===== src/hw/rtl/tgd_pkg.sv =====
// Package for the touch gesture detector.
// Holds the event codes, the register indexes and the controller/datapath types.
// No dependencies.
package tgd_pkg;

	typedef enum logic [2:0] {
		EV_UP          = 3'd0,
		EV_DOWN        = 3'd1,
		EV_HOLD        = 3'd2,
		EV_SWIPE_LEFT  = 3'd3,
		EV_SWIPE_RIGHT = 3'd4,
		EV_SWIPE_UP    = 3'd5,
		EV_SWIPE_DOWN  = 3'd6
	} kind_t;

	typedef enum logic [2:0] {
		REG_RAW_X_MIN    = 3'd0,
		REG_RAW_X_MAX    = 3'd1,
		REG_RAW_Y_MIN    = 3'd2,
		REG_RAW_Y_MAX    = 3'd3,
		REG_SCREEN_X_MAX = 3'd4,
		REG_SCREEN_Y_MAX = 3'd5,
		REG_SWIPE_DIST   = 3'd6,
		REG_SWIPE_TMAX   = 3'd7
	} reg_idx_t;

	typedef enum logic [3:0] {
		S_IDLE,
		S_SETUP_X,
		S_DIV_X,
		S_SETUP_Y,
		S_DIV_Y,
		S_GROUP,
		S_AVG,
		S_PRESS,
		S_RELEASE,
		S_EMIT
	} state_t;

	// dividend width of the range mapping: 12-bit offset times 12-bit screen max
	localparam int DIV_STEPS = 24;

	typedef struct packed {
		logic in_load;
		logic map_setup;
		logic map_sel;     // 0: screen x from raw y, 1: screen y from raw x
		logic div_step;
		logic acc_x;
		logic grp_upd;
		logic avg_step;
		logic press;
		logic release_upd;
		logic out_load;
	} cmd_t;

	typedef struct packed {
		logic touched;
		logic div_last;
		logic grp_full;
		logic avg_last;
		logic out_free;
	} sts_t;

endpackage


===== src/hw/rtl/touch_gesture_detector.sv =====
// Touch gesture detector top level: controller plus datapath.
// Depends on tgd_pkg, tgd_ctrl and tgd_dp.
//
//  channel | direction | handshake           | payload
//  in      | input     | in_valid/in_stall   | touched, raw_x, raw_y, raw_pressure, now_ms
//  out     | output    | out_valid/out_stall | event_kind, screen_x, screen_y, pressure,
//          |           |                     | position_valid
//  cfg     | input     | cfg_valid/cfg_ready | cfg_index, cfg_data
//
// One sample at a time. A touched sample runs two 24-step serial divides for the
// coordinate mappings and, when it completes a group, 3 reciprocal multiplies,
// the event update and the emit. A release runs the event update and the emit.
// Reset clears all gesture and group state. A stalled result holds in the output
// register; the next sample is still taken and waits only at its own emit step.
module touch_gesture_detector import tgd_pkg::*; #(
	parameter int SAMPLES           = 4,
	parameter int SWIPE_TIME_MIN_MS = 50
) (
	input  logic        clk,
	input  logic        arst_n,
	input  logic        in_valid,
	output logic        in_stall,
	input  logic        touched,
	input  logic [11:0] raw_x,
	input  logic [11:0] raw_y,
	input  logic [11:0] raw_pressure,
	input  logic [31:0] now_ms,
	output logic        out_valid,
	input  logic        out_stall,
	output logic [2:0]  event_kind,
	output logic [11:0] screen_x,
	output logic [11:0] screen_y,
	output logic [11:0] pressure,
	output logic        position_valid,
	input  logic        cfg_valid,
	output logic        cfg_ready,
	input  logic [2:0]  cfg_index,
	input  logic [15:0] cfg_data
);

	cmd_t cmd;
	sts_t sts;

	assign cfg_ready = 1'b1;

	tgd_ctrl u_ctrl (
		.clk      (clk),
		.arst_n   (arst_n),
		.in_valid (in_valid),
		.in_stall (in_stall),
		.sts      (sts),
		.cmd      (cmd)
	);

	tgd_dp #(
		.SAMPLES           (SAMPLES),
		.SWIPE_TIME_MIN_MS (SWIPE_TIME_MIN_MS)
	) u_dp (
		.clk            (clk),
		.arst_n         (arst_n),
		.cmd            (cmd),
		.sts            (sts),
		.cfg_valid      (cfg_valid),
		.cfg_index      (cfg_index),
		.cfg_data       (cfg_data),
		.touched        (touched),
		.raw_x          (raw_x),
		.raw_y          (raw_y),
		.raw_pressure   (raw_pressure),
		.now_ms         (now_ms),
		.out_valid      (out_valid),
		.out_stall      (out_stall),
		.event_kind     (event_kind),
		.screen_x       (screen_x),
		.screen_y       (screen_y),
		.pressure       (pressure),
		.position_valid (position_valid)
	);

endmodule


===== src/hw/rtl/tgd_ctrl.sv =====
// Controller state machine of the touch gesture detector.
// Sequences mapping, division, averaging and event update. Depends on tgd_pkg.
module tgd_ctrl import tgd_pkg::*; (
	input  logic   clk,
	input  logic   arst_n,
	input  logic   in_valid,
	output logic   in_stall,
	input  sts_t   sts,
	output cmd_t   cmd
);

	state_t state_q, state_d;

	always_ff @(posedge clk or negedge arst_n) begin
		if (!arst_n) begin
			state_q <= S_IDLE;
		end else begin
			state_q <= state_d;
		end
	end

	always_comb begin
		state_d = state_q;
		unique case (state_q)
			S_IDLE:    if (in_valid) state_d = S_SETUP_X;
			S_SETUP_X: state_d = sts.touched ? S_DIV_X : S_RELEASE;
			S_DIV_X:   if (sts.div_last) state_d = S_SETUP_Y;
			S_SETUP_Y: state_d = S_DIV_Y;
			S_DIV_Y:   if (sts.div_last) state_d = S_GROUP;
			S_GROUP:   state_d = sts.grp_full ? S_AVG : S_IDLE;
			S_AVG:     if (sts.avg_last) state_d = S_PRESS;
			S_PRESS:   state_d = S_EMIT;
			S_RELEASE: state_d = S_EMIT;
			S_EMIT:    if (sts.out_free) state_d = S_IDLE;
			default:   state_d = S_IDLE;
		endcase
	end

	always_comb begin
		cmd = '0;
		in_stall = 1'b1;
		unique case (state_q)
			S_IDLE: begin
				in_stall = 1'b0;
				cmd.in_load = in_valid;
			end
			S_SETUP_X: begin
				cmd.map_setup = 1'b1;
				cmd.map_sel = 1'b0;
			end
			S_DIV_X, S_DIV_Y: cmd.div_step = 1'b1;
			S_SETUP_Y: begin
				cmd.acc_x = 1'b1;
				cmd.map_setup = 1'b1;
				cmd.map_sel = 1'b1;
			end
			S_GROUP:   cmd.grp_upd = 1'b1;
			S_AVG:     cmd.avg_step = 1'b1;
			S_PRESS:   cmd.press = 1'b1;
			S_RELEASE: cmd.release_upd = 1'b1;
			S_EMIT:    cmd.out_load = sts.out_free;
			default: ;
		endcase
	end

endmodule


===== src/hw/rtl/tgd_dp.sv =====
// Datapath of the touch gesture detector: config registers, shared range-mapping
// divider, group accumulators, reciprocal averaging, gesture state, output register.
// Depends on tgd_pkg.
module tgd_dp import tgd_pkg::*; #(
	parameter int SAMPLES           = 4,
	parameter int SWIPE_TIME_MIN_MS = 50
) (
	input  logic        clk,
	input  logic        arst_n,
	input  cmd_t        cmd,
	output sts_t        sts,
	input  logic        cfg_valid,
	input  logic [2:0]  cfg_index,
	input  logic [15:0] cfg_data,
	input  logic        touched,
	input  logic [11:0] raw_x,
	input  logic [11:0] raw_y,
	input  logic [11:0] raw_pressure,
	input  logic [31:0] now_ms,
	output logic        out_valid,
	input  logic        out_stall,
	output logic [2:0]  event_kind,
	output logic [11:0] screen_x,
	output logic [11:0] screen_y,
	output logic [11:0] pressure,
	output logic        position_valid
);

	localparam int AVG_SHIFT = 16 + $clog2(SAMPLES);
	localparam logic [17:0] AVG_RECIP =
		18'(((64'd1 << AVG_SHIFT) + 64'(SAMPLES) - 64'd1) / 64'(SAMPLES));
	localparam logic [4:0] GRP_FULL = 5'(SAMPLES);
	localparam logic [31:0] TMIN = 32'(SWIPE_TIME_MIN_MS);

	// config
	logic [11:0] raw_x_min_q, raw_x_max_q, raw_y_min_q, raw_y_max_q;
	logic [11:0] scr_x_max_q, scr_y_max_q, swipe_dist_q;
	logic [15:0] swipe_tmax_q;

	always_ff @(posedge clk or negedge arst_n) begin
		if (!arst_n) begin
			raw_x_min_q  <= 12'd200;
			raw_x_max_q  <= 12'd3800;
			raw_y_min_q  <= 12'd200;
			raw_y_max_q  <= 12'd3800;
			scr_x_max_q  <= 12'd319;
			scr_y_max_q  <= 12'd239;
			swipe_dist_q <= 12'd50;
			swipe_tmax_q <= 16'd1000;
		end else if (cfg_valid) begin
			unique case (reg_idx_t'(cfg_index))
				REG_RAW_X_MIN:    raw_x_min_q  <= cfg_data[11:0];
				REG_RAW_X_MAX:    raw_x_max_q  <= cfg_data[11:0];
				REG_RAW_Y_MIN:    raw_y_min_q  <= cfg_data[11:0];
				REG_RAW_Y_MAX:    raw_y_max_q  <= cfg_data[11:0];
				REG_SCREEN_X_MAX: scr_x_max_q  <= cfg_data[11:0];
				REG_SCREEN_Y_MAX: scr_y_max_q  <= cfg_data[11:0];
				REG_SWIPE_DIST:   swipe_dist_q <= cfg_data[11:0];
				REG_SWIPE_TMAX:   swipe_tmax_q <= cfg_data;
				default: ;
			endcase
		end
	end

	// input beat
	logic        touched_q;
	logic [11:0] rx_q, ry_q, rz_q;
	logic [31:0] now_q;

	always_ff @(posedge clk) begin
		if (cmd.in_load) begin
			touched_q <= touched;
			rx_q      <= raw_x;
			ry_q      <= raw_y;
			rz_q      <= raw_pressure;
			now_q     <= now_ms;
		end
	end

	// range mapping setup: |v - lo| * smax over |hi - lo|
	logic [11:0] m_v, m_lo, m_hi, m_smax;
	logic [12:0] m_diff, m_den, m_adiff, m_aden;
	logic [23:0] m_prod;
	logic        m_zero;

	always_comb begin
		m_v    = cmd.map_sel ? rx_q : ry_q;
		m_lo   = cmd.map_sel ? raw_x_min_q : raw_y_min_q;
		m_hi   = cmd.map_sel ? raw_x_max_q : raw_y_max_q;
		m_smax = cmd.map_sel ? scr_y_max_q : scr_x_max_q;
		m_diff = {1'b0, m_v} - {1'b0, m_lo};
		m_den  = {1'b0, m_hi} - {1'b0, m_lo};
		m_adiff = m_diff[12] ? (13'd0 - m_diff) : m_diff;
		m_aden  = m_den[12] ? (13'd0 - m_den) : m_den;
		m_prod = m_adiff[11:0] * m_smax;
		m_zero = (m_den == 13'd0) || (m_prod == 24'd0) || (m_diff[12] != m_den[12]);
	end

	// restoring divider, one quotient bit per cycle
	logic [11:0] rem_q, dvs_q, smax_q;
	logic [23:0] quo_q;
	logic        zero_q;
	logic [4:0]  cnt_q;
	logic [12:0] trial;
	logic        fits;
	logic [11:0] mapped;

	assign trial  = {rem_q, quo_q[23]};
	assign fits   = trial >= {1'b0, dvs_q};
	assign mapped = zero_q ? 12'd0 :
		((quo_q > {12'd0, smax_q}) ? smax_q : quo_q[11:0]);

	always_ff @(posedge clk) begin
		if (cmd.map_setup) begin
			rem_q  <= '0;
			quo_q  <= m_prod;
			dvs_q  <= m_aden[11:0];
			smax_q <= m_smax;
			zero_q <= m_zero;
		end else if (cmd.div_step) begin
			rem_q <= fits ? 12'(trial - {1'b0, dvs_q}) : trial[11:0];
			quo_q <= {quo_q[22:0], fits};
		end
	end

	always_ff @(posedge clk or negedge arst_n) begin
		if (!arst_n) begin
			cnt_q <= '0;
		end else if (cmd.map_setup || cmd.grp_upd) begin
			cnt_q <= '0;
		end else if (cmd.div_step || cmd.avg_step) begin
			cnt_q <= cnt_q + 5'd1;
		end
	end

	// group accumulation and averaging
	logic [4:0]  grp_cnt_q, grp_cnt_nxt;
	logic [15:0] sum_x_q, sum_y_q, sum_z_q, avg_src;
	logic [33:0] avg_prod, avg_sh;
	logic [11:0] cur_x_q, cur_y_q, cur_z_q;
	logic        cur_valid_q;

	assign grp_cnt_nxt = grp_cnt_q + 5'd1;

	always_comb begin
		case (cnt_q[1:0])
			2'd0:    avg_src = sum_x_q;
			2'd1:    avg_src = sum_y_q;
			default: avg_src = sum_z_q;
		endcase
		avg_prod = avg_src * AVG_RECIP;
		avg_sh   = avg_prod >> AVG_SHIFT;
	end

	// gesture state
	kind_t       kind_q, kind_rel;
	logic [11:0] start_x_q, start_y_q;
	logic [31:0] start_t_q, dt;
	logic        start_valid_q;
	logic [12:0] dx, dy, adx, ady;

	always_comb begin
		dx  = {1'b0, start_x_q} - {1'b0, cur_x_q};
		dy  = {1'b0, start_y_q} - {1'b0, cur_y_q};
		adx = dx[12] ? (13'd0 - dx) : dx;
		ady = dy[12] ? (13'd0 - dy) : dy;
		dt  = now_q - start_t_q;
		kind_rel = EV_UP;
		if ((kind_q == EV_DOWN || kind_q == EV_HOLD) && start_valid_q &&
			dt > TMIN && dt < {16'd0, swipe_tmax_q}) begin
			if (adx > {1'b0, swipe_dist_q}) begin
				kind_rel = dx[12] ? EV_SWIPE_RIGHT : EV_SWIPE_LEFT;
			end else if (ady > {1'b0, swipe_dist_q}) begin
				kind_rel = dy[12] ? EV_SWIPE_DOWN : EV_SWIPE_UP;
			end
		end
	end

	always_ff @(posedge clk or negedge arst_n) begin
		if (!arst_n) begin
			grp_cnt_q     <= '0;
			sum_x_q       <= '0;
			sum_y_q       <= '0;
			sum_z_q       <= '0;
			cur_x_q       <= '0;
			cur_y_q       <= '0;
			cur_z_q       <= '0;
			cur_valid_q   <= 1'b0;
			kind_q        <= EV_UP;
			start_x_q     <= '0;
			start_y_q     <= '0;
			start_t_q     <= '0;
			start_valid_q <= 1'b0;
		end else begin
			if (cmd.acc_x) sum_x_q <= sum_x_q + {4'd0, mapped};
			if (cmd.grp_upd) begin
				sum_y_q   <= sum_y_q + {4'd0, mapped};
				sum_z_q   <= sum_z_q + {4'd0, rz_q};
				grp_cnt_q <= grp_cnt_nxt;
			end
			if (cmd.avg_step) begin
				case (cnt_q[1:0])
					2'd0:    cur_x_q <= avg_sh[11:0];
					2'd1:    cur_y_q <= avg_sh[11:0];
					default: cur_z_q <= avg_sh[11:0];
				endcase
			end
			if (cmd.press || cmd.release_upd) begin
				grp_cnt_q <= '0;
				sum_x_q   <= '0;
				sum_y_q   <= '0;
				sum_z_q   <= '0;
			end
			if (cmd.press) begin
				cur_valid_q <= 1'b1;
				if (kind_q == EV_DOWN || kind_q == EV_HOLD) begin
					kind_q <= EV_HOLD;
				end else begin
					kind_q <= EV_DOWN;
					// a start is recorded only by a press that follows up
					if (kind_q == EV_UP) begin
						start_x_q     <= cur_x_q;
						start_y_q     <= cur_y_q;
						start_t_q     <= now_q;
						start_valid_q <= 1'b1;
					end
				end
			end
			if (cmd.release_upd) begin
				kind_q        <= kind_rel;
				start_x_q     <= '0;
				start_y_q     <= '0;
				start_t_q     <= '0;
				start_valid_q <= 1'b0;
			end
		end
	end

	// output register
	logic out_valid_q;

	always_ff @(posedge clk or negedge arst_n) begin
		if (!arst_n) begin
			out_valid_q <= 1'b0;
		end else if (cmd.out_load) begin
			out_valid_q <= 1'b1;
		end else if (!out_stall) begin
			out_valid_q <= 1'b0;
		end
	end

	always_ff @(posedge clk) begin
		if (cmd.out_load) begin
			event_kind     <= kind_q;
			screen_x       <= cur_x_q;
			screen_y       <= cur_y_q;
			pressure       <= cur_z_q;
			position_valid <= cur_valid_q;
		end
	end

	assign out_valid    = out_valid_q;
	assign sts.touched  = touched_q;
	assign sts.div_last = (cnt_q == 5'(DIV_STEPS - 1));
	assign sts.grp_full = (grp_cnt_nxt == GRP_FULL);
	assign sts.avg_last = (cnt_q[1:0] == 2'd2);
	assign sts.out_free = !out_valid_q || !out_stall;

endmodule


===== config.mk =====
export PLATFORM = sky130hd
export DESIGN_NAME = touch_gesture_detector
export DESIGN_NICKNAME = d
export VERILOG_FILES = /design/src/hw/rtl/tgd_pkg.sv /design/src/hw/rtl/touch_gesture_detector.sv /design/src/hw/rtl/tgd_ctrl.sv /design/src/hw/rtl/tgd_dp.sv
export SDC_FILE = /design/constraint.sdc
export NUM_CORES = 1
export LEC_CHECK = 0
export BUFFER_PORTS_ARGS = -buffer_cell sky130_fd_sc_hd__buf_2
export CAP_MARGIN = 0
export CORE_MARGIN = 2
export CORE_UTILIZATION = 63
export CTS_CLUSTER_SIZE = 12
export DETAILED_ROUTE_END_ITERATION = 10
export PLACE_DENSITY_LB_ADDON = 0.2
export SLEW_MARGIN = 5
export SYNTH_ARGS = -nofsm -noshare
export SYNTH_HDL_FRONTEND = slang
export SYNTH_SLANG_ARGS = --single-unit

===== constraint.sdc =====
create_clock -name clk -period 10.7 [get_ports clk]
set_input_delay 1.07 -clock clk [delete_from_list [all_inputs] [get_ports clk]]
set_output_delay 1.07 -clock clk [all_outputs]
set_load 0.02 [all_outputs]

# After elaboration in Yosys (flattened, before gate mapping)
# Index checks and enable logic that the tools add are counted.
[totals]
reg_bits = 430
input_bits = 93
output_inout_bits = 43
elab_cells = 200
[op_classes]
add_sub_neg = 15
multipliers = 1
order_cmp = 6
eq_ne = 30
mux = 68
bitwise = 1
reduce_logical = 40
[ops]
columns = ["cell", "count"]
rows = [
  ["two-way mux 12 bit", 17],
  ["two-way mux 32 bit", 4],
  ["two-way mux 16 bit", 6],
  ["subtractor 12 x 12 -> 13 bit", 4],
  ["adder 16 x 12 -> 16 bit", 3],
  ["two-way mux 24 bit", 2],
  ["case mux 4 bit (9 select lines)", 1],
  ["> comparator 32 x 6 -> 1 bit (second input constant)", 1],
  ["less-than comparator 32 x 16 -> 1 bit", 1],
  ["subtractor 32 bit", 1],
  ["case mux 14 bit (2 select lines)", 1],
  ["> comparator 13 x 12 -> 1 bit", 2],
  ["two-way mux 13 bit", 2],
  ["subtractor 1 x 13 -> 13 bit (first input constant)", 2],
  ["> comparator 24 x 12 -> 1 bit", 1],
  ["zero test 24 bit", 1],
  ["multiplier 12 x 12 -> 24 bit", 1],
  ["two-way mux 4 bit", 6],
  ["subtractor 1 x 12 -> 12 bit (first input constant)", 2],
  ["AND reduction 2 bit", 11],
  ["two-way mux 3 bit", 7],
  ["two-way mux 5 bit", 4],
  ["== test 4 x 3 -> 1 bit (second input constant)", 4],
  ["two-way mux 1 bit", 15],
  ["other kinds (30)", 62],
]

# Depth between registers and ports, before layout
[logic_depth]
ltp_word = 10
depth_mapped = 42
depth_no_buf = 36

# By module
# Synthesis repeated with hierarchy kept, for this count alone.
[hier_totals]
cells_unflattened = 2960
area_unflattened_um2 = 29533.3
[modules_own_cells]
columns = ["module", "n_inst", "cells_per_inst", "area_per_inst_um2", "seq_area_each_um2"]
rows = [
  ["tgd_dp", 1, 2911, 29159.2, 11294.6],
  ["tgd_ctrl", 1, 47, 362.8, 100.1],
  ["touch_gesture_detector", 1, 2, 11.3, 0.0],
]

# Worst setup path after synthesis
# Ideal clock, no wire load.
[synth_timing]
path_type = "register -> register"
start = "reg u_ctrl.state_q[3]"
end = "reg u_dp.zero_q, data pin"
setup_time_ns = 0.169
arrival_ns = 9.414
required_time_ns = 10.531
setup_slack_ns = 1.117
stages_incl_launch_ff = 40
n_path_buf = 7
synth_period_minus_slack_ns = 9.583
cell_sequence = "dfrtp_1 buf_6 and4bb_1 buf_4 clkbuf_1 buf_1 clkbuf_1 clkbuf_1 nand2_1 nand2_1 ha_1 nor2b_1 o31ai_1 a211oi_1 o31a_1 or2_1 o41ai_2 xnor2_1 [... 4 more ...] fa_1 inv_1 fa_1 fa_1 fa_1 inv_1 fa_1 inv_1 ha_1 and4_1 nand3_1 or2_2 a31oi_1 a21o_1 a21oi_1 xor2_1 or3b_2 o31ai_1"
[synth_between]
elab_chain_len = 10
word_cells_on_any_way = 17
classes_between = "add/sub (3); mul (1); eq/ne (3); mux (6); reduce/logical (4)"
[synth_lines]
columns = ["element", "line_no", "source"]
rows = [
  ["start, declared", "tgd_ctrl.sv:12", "state_t state_q, state_d;"],
  ["start signal, assigned", "tgd_ctrl.sv:18", "state_q <= state_d;"],
  ["== test 4 x 2 -> 1 bit or == test 4 x 1 -> 1 bit (tied branches)", "tgd_ctrl.sv:42", "unique case (state_q)"],
  ["case mux 2 bit (2 select lines) *", "tgd_ctrl.sv:42", ""],
  ["two-way mux 12 bit (on tied branches)", "tgd_dp.sv:87, tgd_dp.sv:88", ""],
  ["subtractor 12 x 12 -> 13 bit", "tgd_dp.sv:91", "m_diff = {1'b0, m_v} - {1'b0, m_lo};"],
  ["subtractor 1 x 12 -> 12 bit", "tgd_dp.sv:93", "m_adiff = m_diff[12] ? (13'd0 - m_diff) : m_diff;"],
  ["two-way mux 12 bit", "tgd_dp.sv:93", ""],
  ["multiplier 12 x 12 -> 24 bit", "tgd_dp.sv:95", "m_prod = m_adiff[11:0] * m_smax;"],
  ["zero test 24 bit", "tgd_dp.sv:96", "m_zero = (m_den == 13'd0) || (m_prod == 24'd0) || (m_diff[12] != m_den[12]);"],
  ["logical OR 1 bit", "tgd_dp.sv:96", ""],
  ["logical OR 1 bit *", "tgd_dp.sv:96", ""],
  ["via u_dp.m_zero", "tgd_dp.sv:84", "logic m_zero;"],
  ["end signal, assigned", "tgd_dp.sv:119", "zero_q <= m_zero;"],
  ["end, declared", "tgd_dp.sv:102", "logic zero_q;"],
]
# Mark *: on every way through the listed nets, which the timed path passes. The rest lies on a longest branch.
# A chain may end at the register's enable or synchronous reset.

# Worst setup path in the final report
[layout_timing]
start = "reg u_ctrl.state_q[1]"
end = "reg u_dp.zero_q, data pin"
# Same word-level chain as after synthesis.

==> results.py <==
metrics = {
    "clock_tree": {
        "cts.htree.levels": 2,
        "cts-buffers-inserted": 46,
        "clk_pin_slew_ns": 0.06,
        "clock_latency_ns": 0.61,
        "cts_hold_buffers": 0,
        "clock_tree.root_cell": "clkbuf_16",
        "tritoncts": "done",
        "cts_max_path_buffers": 3,
        "cts_sinks": 424,
    },
    "detailed_routing": {
        "drtIter0Drc": 1528,
        "drc": 0,
        "ant_nets": 0,
        "wl_um": 72800,
        "vias": 22800,
        "detail_route.wl_per_cell_um": 18.9,
        "viasPerCell": 5.93,
        "drt_first_pass_iters": 5,
    },
    "yosys": {
        "async_reset_ff_frac": 0.599,
        "yosysTopAreaCellShare": 0.178,
        "synth-edff-count": 158,
        "ys_types": 91,
        "synthTopCellsByArea": "dfrtp_1 (18%), edfxtp_1 (16%), ha_1 (10%), fa_1 (7.3%), nand2_1 (5.7%)",
        "ys_ff_latch": 424,
        "synth_simple_gate_area_frac": 0.151,
        "syn_area_sq_um": 29700,
        "yosysTopAreaCell": "dfrtp_1",
        "ys_seq_area_frac": 0.384,
        "synth.mux.area_fraction": 0.0521,
        "syn_inst": 3098,
        "syn_avg_cell_area_sq_um": 9.59,
        "synth_most_common_cell": "nand2_1",
        "synthAdderAreaFrac": 0.176,
        "synth_compound_area_frac": 0.132,
        "synth_nets": 3543,
        "ys.warnings.count": 0,
        "synth_top_family_by_area": "adder cells",
        "synth_flop_cell": "dfrtp_1",
        "synth_common_cells": "nand2_1 (449), inv_1 (298), ha_1 (244)",
        "synth-xor-area-share": 0.0524,
    },
    "floorplan": {
        "row_count": 79,
        "start_util": 0.638,
        "fp.coreArea_sq_um": 46600,
        "io_pins": 136,
        "die_h_um": 221,
        "fp.dieArea_sq_um": 48900,
        "die_x_um": 221,
    },
    "finish": {
        "n_fill_cell": 3600,
        "area_growth_pct": 9.31,
        "nets": 3649,
        "n_antenna_cell": 0,
        "fin_cells": 3849,
        "drive_above_1_share": 0.129,
    },
    "sta": {
        "final.setup.tns_ns": 0,
        "layout_min_cycle_time_ns": 9.87,
        "relSlewSlack": 0.170,
        "drv_slew": 0,
        "fin_crit_sh": 0.923,
        "rsz0062_at_grt": "false",
        "final.setup_skew_ns": 0.0244,
        "hold_viol_final": 0,
        "worst_pin_slew_ns": 1.24,
        "fmax_mhz": 101,
        "setup_violations": 0,
    },
    "global_route": {
        "grt_max_degree": 106,
        "grt_util_all_layers": 0.304,
        "grt_use_met3": 0.0382,
        "grt_overflow": 0,
        "top_usage_layer": "met2",
        "grt_pass1_wl_um": 121000,
        "antenna_found_initial": 0,
        "grt_use_met2": 0.519,
        "grt_util_met1": 0.393,
        "grt_pass1_vias": 23700,
    },
    "worst_setup_path": {
        "crit_start": "u_ctrl.state_q[1]",
        "worstPathMaxFanout": 28,
        "reg2reg_from": "u_ctrl.state_q[1]",
        "reg2reg_depth": 33,
        "critPathCapture": "u_dp.zero_q",
        "r2r_setup_slack_ns": 0.83,
        "crit_top_cell": "fa_1",
        "cpPeakStageDelay_ns": 0.69,
        "cp_slowest_cell": "dfrtp_1",
        "critical_path_required_ns": 11.12,
        "worstPathArrival_ns": 10.29,
        "worst_setup_path_start_kind": "flop",
        "rr_endpoint": "u_dp.zero_q",
        "path_class": "flop to flop",
        "cp-end-kind": "flop",
    },
    "place": {
        "hpwl_um": 54800,
        "numPortBuffers": 134,
        "gp_congestion": 0.919,
        "dp_cells": 3763,
    },
    "flow_run": {
        "max-cap-violations": 0,
    },
    "worst_hold_path": {
        "worstHoldPathType": "flop to flop",
    },
    "status": {
        "status": "finished, final reports clean",
    },
}
-- metal layers --
metal  vias to the layer above  share of wire
met5                         -              0
met3                       172          0.046
met2                       645           0.48
li1                      10900              -
met4                         0          0.041
met1                     11100           0.43
-- layout make-up --
type | count | area, sq um | area share
Multi-Input combinational cell | 2270 | 16800 | 0.517
Clock inverter | 16 | 186 | 0.00574
Timing Repair Buffer | 162 | 891 | 0.0274
Sequential cell | 424 | 11400 | 0.351
Inverter | 300 | 1130 | 0.0347
Clock buffer | 70 | 1330 | 0.0410
Tap cell | 607 | 759 | 0.0234
-- worst max-delay path, delay by kind of cell (launching register included) --
family | cells | cell delay, ns
fa+ha+maj | 8 | 3.63
compound gates | 12 | 2.69
simple gates | 8 | 1.85
flops | 1 | 0.69
xor+xnor | 2 | 0.67
buf+inv | 3 | 0.14
-- metrics by stage --
step / util / setup WS [ns] / cell area (sq um) / hold WS (ns)
final: 0.697 / 0.825 / 32500 / 0.456
after global placement: 0.665 / 1.09 / 30900 / 0.434
after detailed placement: 0.665 / 0.711 / 30900 / 0.442
after CTS: 0.697 / 0.675 / 32500 / 0.457
after floorplan: - / 1.12 / 29700 / 0.416
after global routing: 0.697 / 0.0336 / 32500 / 0.464
-- cells by family after synthesis --
| group | after synthesis |
|---|---|
| and+or+nand+nor | 966 |
| AOI/OAI and AO/OA | 632 |
| xor gates and xnor gates | 177 |
| adders and majority gates | 352 |
| DFF | 424 |
| buffers and inverters | 404 |
| other | 1 |
| muxes | 142 |
-- timing repair --
item                       in CTS  in global routing
buffers inserted                0                  0
setup endpoints to repair       0                  1
resized for setup               0                  2
-- flip-flops by register name, summed over array words and instances (netlist names), 14 cells and up --
| name | cells |
|---|---|
| u_dp.sum_z_q | 14 |
| u_dp.now_q | 32 |
| u_dp.start_t_q | 32 |
| u_dp.sum_x_q | 14 |
| u_dp.sum_y_q | 14 |
| u_dp.quo_q | 24 |
| u_dp.swipe_tmax_q | 16 |
-- cells in the final DEF (no fill, tap or decap), types with 108 or more instances in the layout --
cell type and instances:
a21oi_1 124, buf_2 133, dfrtp_1 210, edfxtp_1 158, fa_1 108, ha_1 244, inv_1 298, nand2_1 449
nor2_1 176, o21ai_0 241, xnor2_1 110
-- worst min path at each step --
stage / endpoint / cells after the start / slack [ns] / start
3_5_place_dp: u_dp.position_valid / 0 / 0.44 / u_dp.cur_valid_q
3_3_place_gp: u_dp.position_valid / 0 / 0.43 / u_dp.cur_valid_q
5_1_grt: u_dp.pressure[10] / 0 / 0.46 / u_dp.cur_z_q[10]
6_report: u_dp.pressure[6] / 0 / 0.46 / u_dp.cur_z_q[6]
2_1_floorplan: u_dp.position_valid / 0 / 0.42 / u_dp.cur_valid_q
4_1_cts: u_dp.pressure[6] / 0 / 0.46 / u_dp.cur_z_q[6]
Power is left out: the tool's default activity adds up to more than one toggle a clock period on the data nets, which glitch-free logic cannot reach.
